`src/rtl/core/lbbr_ram.sv`:
```
// ----------------------------------------------------------------------------
// Longest balanced bracket run: generic RAM
// One write port, one read port, registered read data.
// ----------------------------------------------------------------------------
module lbbr_ram #(
  parameter int WIDTH = 8,
  parameter int DEPTH = 16
) (
  input  logic                     clk,
  input  logic                     we,
  input  logic [$clog2(DEPTH)-1:0] waddr,
  input  logic [WIDTH-1:0]         wdata,
  input  logic [$clog2(DEPTH)-1:0] raddr,
  output logic [WIDTH-1:0]         rdata
);

  logic [WIDTH-1:0] mem [DEPTH];

  always_ff @(posedge clk) begin
    if (we) begin
      mem[waddr] <= wdata;
    end
    rdata <= mem[raddr];
  end

endmodule

```
`config.mk`:
```
export PLATFORM = sky130hd
export DESIGN_NAME = lbbr_ram
export DESIGN_NICKNAME = d
export VERILOG_FILES = /design/src/rtl/core/lbbr_ram.sv
export SDC_FILE = /design/constraint.sdc
export NUM_CORES = 1
export LEC_CHECK = 0
export ABC_CLOCK_PERIOD_IN_PS = 2000
export BUFFER_PORTS_ARGS = -buffer_cell sky130_fd_sc_hd__buf_2
export CELL_PAD_IN_SITES_DETAIL_PLACEMENT = 1
export CELL_PAD_IN_SITES_GLOBAL_PLACEMENT = 1
export CORE_UTILIZATION = 56
export CTS_BUF_LIST = sky130_fd_sc_hd__clkbuf_8
export CTS_CLUSTER_SIZE = 25
export DETAILED_ROUTE_END_ITERATION = 8
export HOLD_SLACK_MARGIN = 0.03
export PLACE_DENSITY_LB_ADDON = 0.1
export SLEW_MARGIN = 20
export SYNTH_ARGS = -nofsm -noshare
export SYNTH_HDL_FRONTEND = slang
export SYNTH_SLANG_ARGS = --single-unit
export TNS_END_PERCENT = 20
```
`constraint.sdc`:
```
create_clock -name clk -period 2 [get_ports clk]
set_clock_uncertainty 0.05 [all_clocks]
set_input_delay 0 -clock clk [delete_from_list [all_inputs] [get_ports clk]]
set_output_delay 0 -clock clk [all_outputs]
set_load 0.01 [all_outputs]
```
Word level (Yosys, flattened, before mapping)
Memory sizes are Yosys's and may differ from the RTL's. A register that Yosys moved wholly into a read port is not among the register bits.
Index checks and enable logic that the tools add are counted.
W data, S select, Z words.
Word-level totals
  flip-flop bits (word level): 0
  input port bits: 18
  RAM bits: 128
  output and inout port bits: 8
  memories kept: 1
Memory list
  mem: words 16, bits a word 8, read ports 1, clocked after Yosys merged registers in 1, wr ports 1, RTL line 17  | logic [WIDTH-1:0] mem [DEPTH];
Operators by class
  mux-type cells: 2
Operators by type and width (number)
  $mux W1: 2

Logic depth before layout (Yosys ltp)
  depth after elaboration: 2
  depth in mapped cells: 5

Least setup slack after synthesis
OpenSTA, ideal clock, no wires.
  path type: input port to flip-flop
  start: input port waddr[2]
  end: memory mem[0][0], enable pin
  stages: 2
  required time: 1.567 ns
  buffers on the path: 0
  arrival: 1.110 ns
  setup slack: 0.457 ns
  cells stage by stage: or3b_2 nor3_1
RTL lines
  from (decl): RTL line 11  | input logic [$clog2(DEPTH)-1:0] waddr,
  to (decl): RTL line 17
No word-level cell before the write port.

==> impl_metrics.py <==
metrics = {
    "sta": {
        "fin_crit_ns": 1.44,
        "fmax_ghz": 0.692,
        "rsz0062_at_grt": "false",
        "holdWs_ns": 0.0980,
        "finalWorstSetupSlack_ns": 0.555,
        "final-setup-viol-count": 0,
        "max_slew.worst_pin.slew_ns": 0.597,
        "relSlewSlack_pct": 60.1,
        "maxSlewViolCount": 0,
        "finalHoldViolCount": 0,
        "setup-tns-final_ns": 0,
        "fin_crit_sh_pct": 72.2,
    },
    "yosys": {
        "avgSynthCellArea_um2": 22.5,
        "netlist_instances": 229,
        "synth_area_leader_cell": "edfxtp_1",
        "ys_warn_count": 0,
        "synth_seq_cells": 136,
        "ys_types": 19,
        "ys_async_sr_fraction_pct": 0,
        "yosysMostFrequentCell": "edfxtp_1",
        "synth_edf_count": 128,
        "syn_area_um2": 5150,
        "synth_area_leaders": "edfxtp_1, mux4_2, mux4_1",
        "yosysSeqAreaShare_pct": 77.8,
        "synth_top_area_share_pct": 74.7,
        "synth-main-ff-cell": "edfxtp_1",
        "synth_nets": 247,
        "synth_commonest_cells": "edfxtp_1, mux4_2, a22oi_1",
    },
    "die": {
        "core-area_um2": 8810,
        "die_w_um": 97.9,
        "dieHeight_um": 97.9,
        "num_rows": 34,
        "dieArea_um2": 9580,
        "initial_core_util_pct": 58.5,
        "ioPinCount": 26,
    },
    "global_routing": {
        "first_global_vias": 2699,
        "track_usage_pct": 23.6,
        "antenna_found_initial": 0,
        "grt_overflow": 0,
        "grt_max_degree": 33,
        "grt_pass1_wl_mm": 15.7,
    },
    "clock_network": {
        "cts_made_buffers": 17,
        "post_cts_buffers": 0,
        "clkSinkCount": 136,
        "cts_tree": "yes",
        "clk_path_buf_depth": 2,
        "cts.clk_slew.worst_paths_ns": 0.09,
        "root_buffer": "clkbuf_8",
        "clkLatencyLatePin_ns": 0.43,
        "htree_num_levels": 4,
    },
    "route": {
        "first_pass_iters": 6,
        "drt_iter0_drc": 149,
        "via_per_inst": 6.05,
        "num_vias": 2492,
        "wl_per_cell_um": 24.6,
        "drc_errors": 2,
        "ant_nets": 0,
        "routed_wl_mm": 10.1,
    },
    "critical_path": {
        "worstSetupPathType": "reg -> reg",
        "arrival_ns": 1.72,
        "crit_fanout": 1,
        "start_kind": "register",
        "end_kind": "register",
        "cp.required_ns": 2.28,
    },
    "layout": {
        "nets": 309,
        "antenna_cells": 0,
        "drive_above_1_share_pct": 30.6,
        "area_delta_synth_final_pct": 16.7,
    },
    "pwr": {
        "p_int_mw": 4.65,
        "p_per_area_nw_per_um2": 976,
        "swShare_pct": 20.7,
        "total_power_mw": 5.86,
        "peakVddDrop_mv": 0.515,
        "seqPwrFrac_pct": 54.6,
        "p_clk_share_pct": 40.0,
        "combPwrFrac_pct": 5.4,
        "p_sw_mw": 1.21,
        "p_leak_nw": 2.05,
    },
    "placement": {
        "place.gp.congestion": 0.704,
        "place_ws_ns": 0.467,
        "io_buffers": 25,
        "dpl.hpwl_mm": 6.38,
    },
    "outcome": {
        "status": "finished, violations left",
        "violations": "design-rule violations",
    },
    "flow_run": {
        "maxCapViolCount": 0,
    },
    "hold_path": {
        "worst_hold_path_type": "in -> reg",
    },
}
cells by family after synthesis:
family / count (synthesis) / synth area share (%)
buffers and inverters: 10 / 1.68
multiplexers: 32 / 15.0
flip-flops: 136 / 77.8
AND/OR/NAND/NOR: 35 / 3.18
AO/OA/AOI/OAI: 16 / 2.33
placed cells by master, fill, tap and decap left out, types with 2 or more instances in the layout:
cell             n
buf_12           2
nand2_1          9
nor3_1           4
dfxtp_1          8
clkinvlp_4       3
buf_2           25
dlygate4sd3_1    9
nand2b_1         2
buf_4           17
edfxtp_1       128
nor2_1          13
nand3b_1         2
clkinv_4         3
mux4_1          14
a22oi_1         16
clkbuf_8        20
mux4_2          18
bufinv_16        3
worst max-delay path: stages, from the launching register on:
cell and delay (ns):
edfxtp_1 0.38, mux4_1 0.54, a22oi_1 0.29, nand2_1 0.09
final timing paths:
check / start / endpoint / slack (ns) / cells past startpoint
max: mem[5][2] / rdata[2] / 0.56 / 3
min: raddr[3] / rdata[0] / 0.1 / 4
max reg2reg: mem[5][2] / rdata[2] / 0.56 / 3
min reg2reg: mem[13][2] / rdata[2] / 0.63 / 3
power by group through the flow:
stage          Combinational [mW]  Sequential, mW  Clock, mW
2_1_floorplan               0.162            3.27          0
3_3_place_gp                0.291            3.26          0
3_5_place_dp                0.304            3.26          0
4_1_cts                     0.320            3.20       2.38
5_1_grt                     0.343            3.21       2.49
6_report                    0.316            3.20       2.34
timing repair:
| action | 4_1_cts | 5_1_grt |
|---|---|---|
| gates resized for setup | 0 | 0 |
| hold buffers | 9 | 0 |
| endpoints found under the hold margin | 129 | 0 |
metrics by stage:
stage	area [um^2]	util (%)	cells
floorplan	5150	-	229
global placement	5490	62.3	371
detailed placement	5490	62.3	371
CTS	6010	68.2	412
global route	6010	68.2	412
finish	6010	68.2	412
area by class of cell:
class | count | area [um^2]
clock buffer | 20 | 275
clock inverter | 12 | 151
fill | 711 | 2800
multi-input combinational | 83 | 1060
sequential | 136 | 4000
tap | 108 | 135
timing repair buffer | 53 | 383
state kept, by name, indices dropped and copies added (netlist names):
name / cells
rdata: 8
mem: 128
per-layer routing:
metal  GRT usage, %  routed length, um  vias up  share of wire, %
met5              0                  0        -                 0
met4           11.2                190        0               1.9
met3           5.30                369       14               3.6
met2           36.1               4930       62                49
met1           32.9               4660     1319                46
li1               -                  -     1097                 -
No activity file was read; power rests on OpenSTA's default activity.
